### src/sv/mgrt_pkg.sv
package mgrt_pkg;

    localparam int CAPACITY = 32;
    localparam int SLOT_W   = 12;
    localparam int GUARD_W  = 4;
    localparam int STAT_W   = 2;
    localparam int ADDR_W   = (CAPACITY > 1) ? $clog2(CAPACITY) : 1;
    localparam int CNT_W    = $clog2(CAPACITY + 1);

    localparam logic [GUARD_W-1:0] GUARD_RESET = GUARD_W'(3);

    typedef enum logic [STAT_W-1:0] {
        ST_ACCEPTED = 2'd0,
        ST_CONFLICT = 2'd1,
        ST_FULL     = 2'd2
    } status_t;

    typedef enum logic [1:0] {
        S_IDLE,
        S_CHECK,
        S_DECIDE,
        S_LIST
    } state_t;

    typedef struct packed {
        logic start;
        logic check_step;
        logic decide;
        logic list_step;
    } mgrt_cmd_t;

    typedef struct packed {
        logic count_zero;
        logic check_last;
        logic list_last;
        logic out_free;
    } mgrt_sts_t;

endpackage

### src/sv/mgrt_ctrl.sv
module mgrt_ctrl (
    input  logic                clk,
    input  logic                rst_n,
    input  logic                in_valid,
    output logic                in_stall,
    input  mgrt_pkg::mgrt_sts_t sts,
    output mgrt_pkg::mgrt_cmd_t cmd
);

    mgrt_pkg::state_t state_reg;
    mgrt_pkg::state_t state_next;

    always_ff @(posedge clk or negedge rst_n)
    begin
        if (!rst_n)
        begin
            state_reg <= mgrt_pkg::S_IDLE;
        end
        else
        begin
            state_reg <= state_next;
        end
    end

    always_comb
    begin
        state_next = state_reg;
        cmd        = '0;
        in_stall   = 1'b1;
        case (state_reg)
            mgrt_pkg::S_IDLE:
            begin
                in_stall = 1'b0;
                if (in_valid)
                begin
                    cmd.start = 1'b1;
                    // An empty table has nothing to scan.
                    state_next = sts.count_zero ? mgrt_pkg::S_DECIDE : mgrt_pkg::S_CHECK;
                end
            end
            mgrt_pkg::S_CHECK:
            begin
                cmd.check_step = 1'b1;
                if (sts.check_last)
                begin
                    state_next = mgrt_pkg::S_DECIDE;
                end
            end
            mgrt_pkg::S_DECIDE:
            begin
                cmd.decide = 1'b1;
                state_next = mgrt_pkg::S_LIST;
            end
            mgrt_pkg::S_LIST:
            begin
                if (sts.out_free)
                begin
                    cmd.list_step = 1'b1;
                    if (sts.list_last)
                    begin
                        state_next = mgrt_pkg::S_IDLE;
                    end
                end
            end
            default:
            begin
                state_next = mgrt_pkg::S_IDLE;
            end
        endcase
    end

endmodule

### src/sv/mgrt_datapath.sv
module mgrt_datapath (
    input  logic                                clk,
    input  logic                                rst_n,
    input  mgrt_pkg::mgrt_cmd_t                 cmd,
    output mgrt_pkg::mgrt_sts_t                 sts,
    input  logic [mgrt_pkg::SLOT_W-1:0]         req_slot,
    input  logic                                cfg_wr_en,
    input  logic [mgrt_pkg::GUARD_W-1:0]        cfg_wr_data,
    input  logic                                out_stall,
    output logic                                out_valid,
    output logic [mgrt_pkg::SLOT_W-1:0]         listed_slot,
    output logic [mgrt_pkg::STAT_W-1:0]         status,
    output logic                                last_of_run
);

    localparam logic [mgrt_pkg::CNT_W-1:0] CAP_C = mgrt_pkg::CNT_W'(mgrt_pkg::CAPACITY);
    localparam logic [mgrt_pkg::CNT_W-1:0] ONE_C = mgrt_pkg::CNT_W'(1);

    // Sorted slot storage, one write and one registered read per cycle.
    logic [mgrt_pkg::SLOT_W-1:0] mem [mgrt_pkg::CAPACITY];
    logic [mgrt_pkg::SLOT_W-1:0] rd_data_reg;
    logic                        rd_en;
    logic [mgrt_pkg::ADDR_W-1:0] rd_addr;
    logic                        wr_en;
    logic [mgrt_pkg::ADDR_W-1:0] wr_addr;
    logic [mgrt_pkg::SLOT_W-1:0] wr_data;

    logic [mgrt_pkg::GUARD_W-1:0] guard_reg;
    logic [mgrt_pkg::SLOT_W-1:0]  req_reg;
    logic [mgrt_pkg::CNT_W-1:0]   n_reg, n_next;
    logic [mgrt_pkg::CNT_W-1:0]   k_reg, k_next;
    logic [mgrt_pkg::CNT_W-1:0]   pos_reg, pos_next;
    logic [mgrt_pkg::CNT_W-1:0]   rd_ptr_reg, rd_ptr_next;
    logic                         conflict_reg, conflict_next;
    logic                         ins_reg, ins_next;
    mgrt_pkg::status_t            run_stat_reg, run_stat_next;

    logic                         out_valid_reg;
    logic [mgrt_pkg::SLOT_W-1:0]  listed_slot_reg;
    mgrt_pkg::status_t            status_reg;
    logic                         last_reg;

    logic [mgrt_pkg::SLOT_W-1:0]  gap;
    logic                         near;
    logic                         at_pos;
    logic [mgrt_pkg::SLOT_W-1:0]  elem;
    logic                         ptr_ok;

    always_ff @(posedge clk)
    begin
        if (wr_en)
        begin
            mem[wr_addr] <= wr_data;
        end
        if (rd_en)
        begin
            rd_data_reg <= mem[rd_addr];
        end
    end

    always_comb
    begin
        gap = (rd_data_reg > req_reg) ? (rd_data_reg - req_reg) : (req_reg - rd_data_reg);
        near = gap <= mgrt_pkg::SLOT_W'(guard_reg);
        at_pos = ins_reg && (k_reg == pos_reg);
        // Past the insert point the listing runs one entry behind the reads.
        elem = at_pos ? req_reg : rd_data_reg;
        ptr_ok = rd_ptr_reg < CAP_C;
    end

    always_comb
    begin
        n_next        = n_reg;
        k_next        = k_reg;
        pos_next      = pos_reg;
        rd_ptr_next   = rd_ptr_reg;
        conflict_next = conflict_reg;
        ins_next      = ins_reg;
        run_stat_next = run_stat_reg;
        rd_en         = 1'b0;
        rd_addr       = rd_ptr_reg[mgrt_pkg::ADDR_W-1:0];
        wr_en         = 1'b0;
        wr_addr       = k_reg[mgrt_pkg::ADDR_W-1:0];
        wr_data       = elem;

        if (cmd.start)
        begin
            rd_en         = 1'b1;
            rd_addr       = '0;
            rd_ptr_next   = ONE_C;
            k_next        = '0;
            pos_next      = '0;
            conflict_next = 1'b0;
            ins_next      = 1'b0;
        end

        if (cmd.check_step)
        begin
            rd_en       = ptr_ok;
            rd_ptr_next = rd_ptr_reg + ONE_C;
            k_next      = k_reg + ONE_C;
            if (near)
            begin
                conflict_next = 1'b1;
            end
            if (rd_data_reg < req_reg)
            begin
                pos_next = pos_reg + ONE_C;
            end
        end

        if (cmd.decide)
        begin
            rd_en       = 1'b1;
            rd_addr     = '0;
            rd_ptr_next = ONE_C;
            k_next      = '0;
            if (conflict_reg)
            begin
                run_stat_next = mgrt_pkg::ST_CONFLICT;
            end
            else if (n_reg >= CAP_C)
            begin
                run_stat_next = mgrt_pkg::ST_FULL;
            end
            else
            begin
                run_stat_next = mgrt_pkg::ST_ACCEPTED;
                ins_next      = 1'b1;
                n_next        = n_reg + ONE_C;
            end
        end

        if (cmd.list_step)
        begin
            k_next = k_reg + ONE_C;
            // The insert point takes no read: the pending entry moves up one place.
            if (!at_pos)
            begin
                rd_en       = ptr_ok;
                rd_ptr_next = rd_ptr_reg + ONE_C;
            end
            wr_en = ins_reg && (k_reg >= pos_reg);
        end
    end

    always_ff @(posedge clk or negedge rst_n)
    begin
        if (!rst_n)
        begin
            guard_reg     <= mgrt_pkg::GUARD_RESET;
            n_reg         <= '0;
            k_reg         <= '0;
            pos_reg       <= '0;
            rd_ptr_reg    <= '0;
            conflict_reg  <= 1'b0;
            ins_reg       <= 1'b0;
            run_stat_reg  <= mgrt_pkg::ST_ACCEPTED;
            out_valid_reg <= 1'b0;
        end
        else
        begin
            if (cfg_wr_en)
            begin
                guard_reg <= cfg_wr_data;
            end
            n_reg        <= n_next;
            k_reg        <= k_next;
            pos_reg      <= pos_next;
            rd_ptr_reg   <= rd_ptr_next;
            conflict_reg <= conflict_next;
            ins_reg      <= ins_next;
            run_stat_reg <= run_stat_next;
            if (cmd.list_step)
            begin
                out_valid_reg <= 1'b1;
            end
            else if (!out_stall)
            begin
                out_valid_reg <= 1'b0;
            end
        end
    end

    always_ff @(posedge clk)
    begin
        if (cmd.start)
        begin
            req_reg <= req_slot;
        end
        if (cmd.list_step)
        begin
            listed_slot_reg <= elem;
            status_reg      <= run_stat_reg;
            last_reg        <= sts.list_last;
        end
    end

    always_comb
    begin
        sts.count_zero = n_reg == '0;
        sts.check_last = (k_reg + ONE_C) == n_reg;
        sts.list_last  = (k_reg + ONE_C) == n_reg;
        sts.out_free   = !out_valid_reg || !out_stall;
    end

    assign out_valid   = out_valid_reg;
    assign listed_slot = listed_slot_reg;
    assign status      = status_reg;
    assign last_of_run = last_reg;

    a_count_range: assert property (@(posedge clk) disable iff (!rst_n)
        n_reg <= CAP_C)
        else $error("entry count above capacity");

    a_insert_point: assert property (@(posedge clk) disable iff (!rst_n)
        ins_reg |-> pos_reg < n_reg)
        else $error("insert position outside the table");

    a_refused_keeps_count: assert property (@(posedge clk) disable iff (!rst_n)
        cmd.decide && (conflict_reg || n_reg >= CAP_C) |=> $stable(n_reg))
        else $error("refused request changed the entry count");

    a_listing_sorted: assert property (@(posedge clk) disable iff (!rst_n)
        cmd.list_step && k_reg != '0 |-> elem > listed_slot_reg)
        else $error("listing is not strictly ascending");

endmodule

### src/sv/min_gap_reservation_table_top.sv
// Channel   Direction  Handshake            Payload
// request   in         in_valid / in_stall  req_slot
// listing   out        out_valid/out_stall  listed_slot, status, last_of_run
// config    in         cfg_wr_en            cfg_wr_data (guard distance)
//
// A request runs a start step, a scan of the n stored slots for a conflict and the
// insert position, a decide step, and one listed beat per table entry. The single read
// port of the slot memory serves both scan and listing, each reading at most one entry
// per cycle, the listing only while the output is free. Reset empties the table and sets
// the guard distance to 3. A stall on the listing holds the sequencer; the next request
// is taken while the final beat still waits in the output register.
module min_gap_reservation_table_top (
    input  logic                               clk,
    input  logic                               rst_n,
    input  logic                               in_valid,
    output logic                               in_stall,
    input  logic [mgrt_pkg::SLOT_W-1:0]        req_slot,
    input  logic                               cfg_wr_en,
    input  logic [mgrt_pkg::GUARD_W-1:0]       cfg_wr_data,
    output logic                               out_valid,
    input  logic                               out_stall,
    output logic [mgrt_pkg::SLOT_W-1:0]        listed_slot,
    output logic [mgrt_pkg::STAT_W-1:0]        status,
    output logic                               last_of_run
);

    mgrt_pkg::mgrt_cmd_t cmd;
    mgrt_pkg::mgrt_sts_t sts;

    mgrt_ctrl u_ctrl (
        .clk      (clk),
        .rst_n    (rst_n),
        .in_valid (in_valid),
        .in_stall (in_stall),
        .sts      (sts),
        .cmd      (cmd)
    );

    mgrt_datapath u_datapath (
        .clk         (clk),
        .rst_n       (rst_n),
        .cmd         (cmd),
        .sts         (sts),
        .req_slot    (req_slot),
        .cfg_wr_en   (cfg_wr_en),
        .cfg_wr_data (cfg_wr_data),
        .out_stall   (out_stall),
        .out_valid   (out_valid),
        .listed_slot (listed_slot),
        .status      (status),
        .last_of_run (last_of_run)
    );

endmodule
### config.mk
export PLATFORM = sky130hd
export DESIGN_NAME = min_gap_reservation_table_top
export DESIGN_NICKNAME = d
export VERILOG_FILES = /design/src/sv/mgrt_pkg.sv /design/src/sv/mgrt_ctrl.sv /design/src/sv/mgrt_datapath.sv /design/src/sv/min_gap_reservation_table_top.sv
export SDC_FILE = /design/constraint.sdc
export NUM_CORES = 1
export LEC_CHECK = 0
export ABC_AREA = 0
export ABC_CLOCK_PERIOD_IN_PS = 10700
export BUFFER_PORTS_ARGS = -buffer_cell sky130_fd_sc_hd__buf_2
export CORE_MARGIN = 3
export CORE_UTILIZATION = 65
export DETAILED_ROUTE_END_ITERATION = 8
export GPL_TIMING_DRIVEN = 0
export PLACE_DENSITY = 0.9
export SLEW_MARGIN = 20
export SYNTH_ARGS = -nofsm -noshare
export SYNTH_HDL_FRONTEND = slang
export SYNTH_SLANG_ARGS = --single-unit
### constraint.sdc
create_clock -name clk -period 10.7 [get_ports clk]
set_input_delay 0.535 -clock clk [delete_from_list [all_inputs] [get_ports clk]]
set_output_delay 0.535 -clock clk [all_outputs]
set_load 0.02 [all_outputs]
# ---- Word-level counts from Yosys, hierarchy flattened
# Memories as Yosys holds them, arrays and structs flattened. A register that Yosys moved wholly into a read port is not among the register bits.
# Index checks and enable logic that the tools add are counted.
dict set report totals {
  regBits 62
  ram_bits 384
  inputBits 21
  out_inout_bits 17
  elab_cells 97
  memories 1
}
dict set report classes {
  add_sub_neg 6
  n_lt_le_gt_ge 6
  eq_ne 10
  mux 48
  bitwise_logic 2
  reduce_logical 10
}
# memory depth width rd rd_clocked_by_memory_dff write_ports line
set mem_list {}
lappend mem_list {u_datapath.mem 32 12 1 1 1 mgrt_datapath.sv:20} ;# logic [mgrt_pkg::SLOT_W-1:0] mem [mgrt_pkg::CAPACITY];
# op count
set op_table {}
lappend op_table {{6-bit 2-to-1 mux} 12}
lappend op_table {{6-bit by 1-bit adder with 6-bit output (second input constant)} 4}
lappend op_table {{1-bit 2-to-1 mux} 24}
lappend op_table {{12-bit 2-to-1 mux} 2}
lappend op_table {{12-bit subtractor} 2}
lappend op_table {{2-bit 2-to-1 mux} 7}
lappend op_table {{6-bit equality test} 2}
lappend op_table {{12-bit > comparator} 1}
lappend op_table {{12-bit by 4-bit <= comparator with 1-bit output} 1}
lappend op_table {{12-bit < comparator} 1}
lappend op_table {{5-bit 2-to-1 mux} 2}
lappend op_table {{2-bit != test (second input constant)} 4}
lappend op_table {{2-bit case mux with 4 select lines} 1}
lappend op_table {{6-bit greater-or-equal comparator} 1}
lappend op_table {{6-bit greater-or-equal comparator (second input constant)} 1}
lappend op_table {{6-bit zero test} 1}
lappend op_table {{6-bit < comparator (second input constant)} 1}
lappend op_table {{2-bit equality test (second input constant)} 2}
lappend op_table {{4-bit AND reduction} 1}
lappend op_table {{4-bit nonzero test} 1}
lappend op_table {{3-bit AND reduction} 1}
lappend op_table {{2-bit by 1-bit equality test with 1-bit output (second input constant)} 1}
lappend op_table {{1-bit logical AND} 2}
lappend op_table {{1-bit zero test} 2}
lappend op_table {{other kinds (4)} 5}

# ---- Logic depth before layout (Yosys ltp)
# Gate-level depths: netlist (run 1).
dict set report depth {
  ltp_word 7
  ltp_mapped 17
  ltp_nobuf 16
}

# ---- By module
# A second synthesis (run 1) with hierarchy kept.
dict set report hier_totals {
  cells_unflattened 1503
  hier_area_um2 19570.0
}
# mod n_inst cells_each area_each_um2 seq_area_each_um2
set by_module_without_submodules {}
lappend by_module_without_submodules {mgrt_datapath 1 1482 19371.1 13530.5}
lappend by_module_without_submodules {mgrt_ctrl 1 21 198.9 50.0}

# ---- Worst setup path before layout (run 1)
# OpenSTA, ideal clock, no wires.
dict set report synth_path {
  path_kind {register to register}
  startpoint {reg u_datapath.rd_data_reg[0] (netlist bit), read port of u_datapath.mem}
  endpoint {reg u_datapath.conflict_reg}
  setup_ps 104
  arrival_ps 3359
  required_ps 10596
  path_slack_ps 7237
  path_stages_with_launch 18
  path_buffers 1
  period_less_slack_ps 3463
  cell_sequence {edfxtp_1 > inv_1 > ha_1 > inv_1 > fa_1 > and2_1 > o31ai_1 > a31oi_1 > o21a_1 > buf_2 > mux2_2 > ha_1 > nor2b_1 > o21ai_0 > nand2b_1 > a21oi_1 > o21ai_0 > o41ai_2}
}
dict set report synth_via {
  elab_chain_len 5
  word_cells_on_any_way 7
  cone_classes {2 x add/sub; 2 x order compare; 3 x mux}
}
# element line
set synth_rtl {}
lappend synth_rtl {{start: declaration} mgrt_datapath.sv:21} ;# logic [mgrt_pkg::SLOT_W-1:0] rd_data_reg;
lappend synth_rtl {{12-bit subtractor / 12-bit > comparator (equally long branches)} mgrt_datapath.sv:63} ;# gap = (rd_data_reg > req_reg) ? (rd_data_reg - req_reg) : (req_reg - rd_data_reg);
lappend synth_rtl {{12-bit 2-to-1 mux (*)} mgrt_datapath.sv:63}
lappend synth_rtl {{12-bit by 4-bit <= comparator with 1-bit output (*)} mgrt_datapath.sv:64} ;# near = gap <= mgrt_pkg::SLOT_W'(guard_reg);
lappend synth_rtl {{1-bit 2-to-1 mux (*)} mgrt_datapath.sv:102} ;# if (near)
lappend synth_rtl {{1-bit 2-to-1 mux (*)} mgrt_datapath.sv:97} ;# if (cmd.check_step)
lappend synth_rtl {{via u_datapath.conflict_next} mgrt_datapath.sv:34} ;# logic conflict_reg, conflict_next;
lappend synth_rtl {{end signal: assignment} mgrt_datapath.sv:171} ;# conflict_reg <= conflict_next;
lappend synth_rtl {{end: declaration} mgrt_datapath.sv:34}
# The timed path passes the listed nets; every way through them passes the cells marked *.
# A chain may end at the register's enable or synchronous reset.

# ---- Final worst setup path (run 1)
dict set report layout_path {
  startpoint {reg u_ctrl.state_reg[0]}
  endpoint {reg u_datapath.rd_data_reg[6] (netlist bit), read port of u_datapath.mem (data pin)}
}
dict set report layout_via {
  elab_chain_len 7
  word_cells_on_any_way 15
  cone_classes {3 x eq/ne; 11 x mux; 1 x reduce/logical}
}
# element line
set layout_rtl {}
lappend layout_rtl {{start: declaration} mgrt_ctrl.sv:10} ;# mgrt_pkg::state_t state_reg;
lappend layout_rtl {{start signal: assignment} mgrt_ctrl.sv:17} ;# state_reg <= mgrt_pkg::S_IDLE;
lappend layout_rtl {{start signal: assignment} mgrt_ctrl.sv:21} ;# state_reg <= state_next;
lappend layout_rtl {{2-bit zero test} mgrt_ctrl.sv:30} ;# case (state_reg)
lappend layout_rtl {{1-bit 2-to-1 mux} mgrt_ctrl.sv:30}
lappend layout_rtl {{1-bit 2-to-1 mux} mgrt_datapath.sv:86} ;# if (cmd.start)
lappend layout_rtl {{1-bit 2-to-1 mux} mgrt_datapath.sv:97}
lappend layout_rtl {{1-bit 2-to-1 mux} mgrt_datapath.sv:112} ;# if (cmd.decide)
lappend layout_rtl {{1-bit 2-to-1 mux} mgrt_datapath.sv:138} ;# if (!at_pos)
lappend layout_rtl {{1-bit 2-to-1 mux} mgrt_datapath.sv:134} ;# if (cmd.list_step)
# Parallel ways exist; a longest one is shown, timed or not.

==> impl_results.md, run 1 <==
- Synth Area in XOR/XNOR: 0.00812
- Critical path's most frequent cell: clkbuf_1
- Hold_ws: slightly above 0.06 ns
- Met2 usage: 0.533
- Grt met3 use: 0.0714
- Largest family of logic cells by synthesized area: compound AO/OA/AOI/OAI gates
- ANT nets after route: 0
- CTS max path bufs: 3
- Asr flop ratio synth: 0.0764
- Flip-flop count of the largest register after layout: roughly 380
- PwrDens: between 150 and 200 nW/um^2
- Overflow left after global routing: 0
- CP Data Arrival Time: 5.04 ns
- Max_cap viols: 0
- DP Wirelength: 32500 microns
- Clock Latency Late Sink: 0.57 ns
- # setup viols final: 0
- Final net count: around 1500
- Slack of the critical path: between 6 and 7 ns
- Cells after synthesis: 1304
- Vias in the first global route: 13000
- Htree depth: 2
- Clk root buf: clkbuf_16
- Busiest grt layer: met2
- Post-Syn Area: between 15000 and 20000 sq um
- CTS clk-pin slew, worst paths: 0.07 ns
- Comb power frac: 0.003
- Status: completed
- Flop and latch count out of synthesis: 458
- Synth top area share: 0.654
- Reg with most FFs: u_datapath.mem
- Maximum VDD drop: 183 uV
- Post-Synth Simple-Gate Area: 0.0685
- Layout Cells excl Fill: around 1800
- Met1 Track Usage GR: 0.421
- Ys flop type: edfxtp_1
- All-Layer GR Usage: 0.325
- Setup crit end kind: flip-flop
- Row count: 62
- Crit-path max cell delay: 0.67 ns
- Kind of critical path: flip-flop to flip-flop
- Slew Limit Headroom: 0.284
- Via count: between 10000 and 15000
- DRT iter0 DRCs: 1981
- Lkg Pwr: 6.11 nW
- Setup Skew: between 0.03 and 0.04 ns
- Routability cong.: 0.995
- Final Max Tran Viols: 0
- IO Port Bufs: 37
- CP Launch Type: flip-flop
- DRC Markers: 0
- Initial antenna violation count: 2
- Largest delay share family, worst path: buffers and inverters
- Fmax: about 0.21 GHz
- P_int: 2.86 mW
- Largest net degree at the start of global routing: 36
- Switch share: 0.192
- Vias/cell: 7.08
- Worst path required time: 11.08 ns
- Ports: 38
- Slew @ Worst Pin: 1.07 ns
- Setup TNS: 0 ns
- DIE HEIGHT: 179 microns
- Syn. warnings: 0
- Post-CTS Setup Inserts: 0
- Register area share after synthesis: 0.699
- Fin crit share: 0.436
- CTS Sinks: 458
- EDFF count, synth: 423
- Synthesized-area fraction occupied by adder cells: 0.0317
- Finished Core Util: 0.757
- Area delta synth->final: 13.4%
- Initial Utilization: 0.668
- Top post-synthesis cells by area: edfxtp_1, mux4_2, dfrtp_1
- Hold Crit Class: input pin to async pin
- Fin. Hold Viols: 0
- Crit path cell chain: inv_1, ha_1, clkbuf_1, a21oi_1, nand2_1, clkbuf_1, buf_2, clkbuf_1, o221ai_1, o211ai_1, a31oi_1, o21ai_0
- TritonCTS Buffers: 44
- Inst Count DP: about 1700
- Seq pwr share: 0.545
- Post-CTS Hold Buffers: 0
- Worst Path Buf+Inv: 5
- Die area: 32000 sq um
- Post-cts resize count: 0
- Global-route wire length before repair: 76300 microns
- Synth unique cells: between 60 and 70
- P_sw: 0.679 mW
- Layout cells sized above 1: 0.148
- Crit Path Max Fanout: 10
- Die width: 179 microns
- RSZ-0062 raised after global routing: no
- Compound-gate portion of the synthesized area: 0.106
- Post-Syn Area per Cell: 14.9 sq um
- DR pass1 iterations: 6
- Mapped Nets: 1373
- Worst slack, placed: 6.32 ns
- TritonCTS clock tree: built
- Multiplexer share of the synthesized area: 0.0607
- Core ar.: 29100 sq um
- WL final: 51100 microns
- DR WL/cell: 28.1 microns
- Slowest cell on crit path: clkbuf_1
- Min Tclk post-route: 4.67 ns
- Synth area leader: edfxtp_1
- Clk pwr share: 0.451
- Antenna diodes: 0
[synthesized netlist by cell type, types with 8 or more instances]
master	count
o221ai_1	48
a21o_1	11
inv_1	54
ha_1	46
xnor2_1	11
o211ai_1	37
nand4_1	10
nand3_1	53
nor2_1	74
a31oi_1	14
o22ai_1	50
a21oi_1	27
and3_1	8
o21ai_0	77
nand2_1	95
dfrtp_1	33
clkbuf_1	66
edfxtp_1	423
mux4_2	48
[final timing paths]
kind / start / endpoint / slack [ns] / depth (start not counted)
min in group clk: req_slot[1] / u_datapath.req_reg[1] / 0.16 / 1
setup reg to reg: u_ctrl.state_reg[0] / u_datapath.rd_data_reg[6] / 6.03 / 12
setup / recovery: u_ctrl.state_reg[0] / u_datapath.rd_data_reg[6] / 6.03 / 12
hold / removal: rst_n / u_datapath.n_reg[0] / 0.06 / 1
max in group asynchronous: rst_n / u_datapath.rd_ptr_reg[3] / 10.10 / 1
hold reg to reg: u_datapath.run_stat_reg[0] / u_datapath.status[0] / 0.47 / 0
[per-layer routing]
| layer | vias up | part of all wire |
|---|---|---|
| met5 | - | 0.00057 |
| met4 | 4 | 0.050 |
| met3 | 237 | 0.12 |
| met2 | 1053 | 0.49 |
| met1 | 6245 | 0.34 |
| li1 | 5317 | - |
[logic make-up after synthesis]
| family | Yosys count |
|---|---|
| AO/OA/AOI/OAI | 306 |
| multiplexers | 57 |
| XOR/XNOR | 18 |
| buffers and inverters | 129 |
| adder cells (fa/ha/maj) | 48 |
| AND/OR/NAND/NOR | 288 |
| flip-flops | 458 |
[per-stage QoR]
stage,total power [mW],instance area (sq um)
floorplan,1.97,19400
global placement,1.98,20100
detailed placement,1.98,20500
CTS,3.54,22000
global route,3.60,22000
finish,3.54,22000
[power groups by stage]
| stage | combinational (mW) | sequential [mW] | clock, mW |
|---|---|---|---|
| floorplan | 0.00356 | 1.97 | 0 |
| global placement | 0.0109 | 1.97 | 0 |
| detailed placement | 0.0116 | 1.97 | 0 |
| CTS | 0.0120 | 1.93 | 1.59 |
| global route | 0.0133 | 1.93 | 1.66 |
| finish | 0.0120 | 1.93 | 1.60 |
[placed cells by master, fill, tap and decap left out, types with 10 or more instances in the layout]
cell type,instances
edfxtp_1,423
nand2_1,95
clkbuf_1,75
o21ai_0,66
nor2_1,58
inv_1,54
nand3_1,53
o22ai_1,49
o221ai_1,48
mux4_2,48
ha_1,46
clkbuf_16,45
buf_2,44
o211ai_1,37
dfrtp_1,33
a21oi_1,27
nor2_2,16
a31oi_1,14
xnor2_1,11
o21ai_4,11
a21o_1,11
nand4_1,10
[final cells by class]
type / count / area, sq um
buffer: 75 / 300
clock buffer: 55 / 1160
clock inverter: 26 / 313
fill: 1505 / 7070
inverter: 54 / 203
multi-input combinational: 717 / 5510
sequential: 458 / 13600
tap: 384 / 480
timing repair buffer: 48 / 463
Note: power is estimated with default switching activity, not from simulation.
==> run 2, diff against run 1 <==
Settings changed: ABC_CLOCK_PERIOD_IN_PS 10700 to 4800, CORE_UTILIZATION 65 to 63, PLACE_DENSITY 0.9 to 0.88.
Clock period 10.7 ns to 4.8 ns, I/O delays scaled along.
==> run 2 against run 1 <==
Compared with the run above:
- clock-buffer cell count down 2
- worst hold slack worse by 0.016 ns
- register-to-register slack lost 5.7 ns
- fmax increased by 4.0%
- via count rose by 2.2%
- utilization shrank 1.8 points
- worst setup slack worse by 5.7 ns
- critical path depth unchanged
- critical path type unchanged
- largest cell class unchanged
==> impl_results.md, run 2 (synthesized netlist as in run 1, its figures left out) <==
- Min Tclk post-route: 4.49 ns (-0.181 ns)
- Fillers: 1610 (+7.0%)
- Commonest non-fill, non-tap cell in the layout: edfxtp_1
- Reg with most FFs: u_datapath.mem
- Most frequent cells in the layout: edfxtp_1, nand2_1, clkbuf_1
- Kind of critical path: flip-flop to flip-flop
- Slack of the critical path: 0.313 ns (-5.72 ns)
- Overflow left after global routing: 0 (unchanged)
- Global-route wire length before repair: 79300 microns (+3.9%)
- DR pass1 iterations: 8 (+2)
- Max_cap viols: 0 (unchanged)
- CTS max path bufs: 3 (unchanged)
- CP Data Arrival Time: 4.82 ns (-0.22 ns)
- DRC Markers: 0 (unchanged)
- DR WL/cell: 28.6 microns (+1.8%)
- DRT iter0 DRCs: 2028 (+2.4%)
- Crit-path max cell delay: 0.60 ns (-0.07 ns)
- Slew Limit Headroom: 0.228 (-0.0564)
- TritonCTS clock tree: built
- Hold path cells: 2
- Die area: 33000 sq um (+3.1%)
- Initial antenna violation count: 2 (unchanged)
- Largest net degree at the start of global routing: 36 (unchanged)
- Area delta synth->final: 14.3%
- TritonCTS Buffers: 44 (unchanged)
- Setup crit end kind: flip-flop
- Post-CTS Setup Inserts: 0 (unchanged)
- Setup Skew: 0.0283 ns (-0.00209 ns)
- Worst R2R Start: u_ctrl.state_reg[0]
- Die width: 182 microns (+1.5%)
- Crit path cell chain: inv_1, ha_1, clkbuf_1, a21oi_2, nand2_1, clkbuf_2, buf_2, clkbuf_1, o221ai_1, o211ai_1, a31oi_1, o21ai_0
- Reg2Reg Depth: 12 (unchanged)
- Vias/cell: 7.12 (+0.58%)
- CP Launch Type: flip-flop
- Fin. Hold Viols: 0 (unchanged)
- WL final: 52900 microns (+3.5%)
- Final Max Tran Viols: 0 (unchanged)
- CTS Sinks: 458 (unchanged)
- Core ar.: 30000 sq um (+3.2%)
- Status: completed
- RSZ-0062 raised after global routing: no
- Critical path's most frequent cell: clkbuf_1
- Lkg Pwr: 6.18 nW (+1.1%)
- DP Wirelength: 32200 microns (-0.93%)
- Worst Path Buf+Inv: 5 (unchanged)
- Largest delay share family, worst path: buffers and inverters
- Vias in the first global route: 13200 (+1.5%)
- Initial Utilization: 0.647 (-0.0209)
- Worst slack, placed: 0.198 ns (-6.12 ns)
- Hold Crit Class: input pin to flip-flop
- CTS clk-pin slew, worst paths: 0.07 ns (about the same)
- Area of the multi-input gates: 5520 sq um (+0.11%)
- Fmax: 0.223 GHz (+4.0%)
- All-Layer GR Usage: 0.319 (-0.00663)
- Worst path required time: 5.13 ns (-5.95 ns)
- Via count: 13100 (+2.2%)
- Clock Latency Late Sink: 0.56 ns (about the same)
- # setup viols final: 0 (unchanged)
- Ports: 38 (unchanged)
- Reg2reg setup slack: 0.31 ns (-5.72 ns)
- Layout Cells excl Fill: 1847 (+1.7%)
- Maximum VDD drop: 576 uV (+210%)
- ANT nets after route: 0 (unchanged)
- Routability cong.: 0.971 (-2.4%)
- DIE HEIGHT: 182 microns (+1.5%)
- FF+latch area: 13600 sq um (unchanged)
- Slowest cell on crit path: nand2_1
- IO Port Bufs: 37 (unchanged)
- R2r endpoint: u_datapath.rd_data_reg[5]
- Inst Count DP: 1742 (+0.35%)
- Slew @ Worst Pin: 1.15 ns (+0.0843 ns)
- Htree depth: 2 (unchanged)
- Clk root buf: clkbuf_16
- Layout cells sized above 1: 0.144 (-0.00371)
- PwrDens: 350 nW/um^2 (+120%)
- Flip-flop count of the largest register after layout: 384 (unchanged)
- Min-delay src: cfg_wr_en
- Row count: 63 (+1.6%)
- Final net count: 1491 (+1.6%)
- Crit Path Max Fanout: 10 (unchanged)
- Fin crit share: 0.935 (+0.499)
- Hold EP: u_datapath.guard_reg[0]
-- run 2: report_power, final --
group / switching (mW) / internal, mW
Combinational: 0.0192 / 0.0244
Sequential: 0.00150 / 4.30
Clock: 1.48 / 1.94
-- run 2: worst max-delay path by stage --
stage / start / to / slack, ns / depth (start not counted)
2_1_floorplan: u_datapath.rd_data_reg[0] / u_datapath.conflict_reg / 1.34 / 17
3_3_place_gp: u_datapath.k_reg[0] / u_datapath.mem[29][6] / -0.99 / 6
3_5_place_dp: u_ctrl.state_reg[0] / u_datapath.rd_data_reg[6] / 0.20 / 12
4_1_cts: u_ctrl.state_reg[0] / u_datapath.rd_data_reg[6] / 0.14 / 12
5_1_grt: u_ctrl.state_reg[0] / u_datapath.rd_data_reg[6] / 0.20 / 12
6_report: u_ctrl.state_reg[0] / u_datapath.rd_data_reg[5] / 0.31 / 12
-- run 2: area by class of cell --
| cell class | instances | area share |
|---|---|---|
| plain buffers | 75 | 0.0136 |
| inverters | 54 | 0.00913 |
| clock inverters | 27 | 0.0108 |
| well taps | 390 | 0.0220 |
| diodes | 1 | 0.000113 |
| repair buffers | 72 | 0.0317 |
| flip-flops and latches | 458 | 0.612 |
| clock buffers | 53 | 0.0521 |
| multi-input cells | 717 | 0.249 |
-- run 2: layer usage --
metal  routed length [microns]  vias up  track usage
met5                         0        -      0.00741
met4                      2790        0        0.145
met3                      5770      238       0.0785
met2                     25900     1014        0.520
met1                     18500     6508        0.408
li1                          -     5384            -
-- run 2: stage by stage --
stage          setup TNS, ns  power, mW   util  hold slack, ns  cell area (sq um)
3_3_place_gp         -188.38       4.41  0.669           0.366              20100
2_1_floorplan              0       4.39      -         -0.0556              19400
6_report                   0       7.76  0.739          0.0444              22200
3_5_place_dp               0       4.41  0.683           0.369              20500
5_1_grt                    0       7.91  0.739          0.0551              22200
4_1_cts                    0       7.74  0.737          0.0265              22100
-- run 2: repair_timing --
action                                  in CTS  in global routing
gates resized for setup                      0                  3
endpoints found under the setup margin       0                  7
endpoints found under the hold margin       50                  0
hold buffers                                24                  0
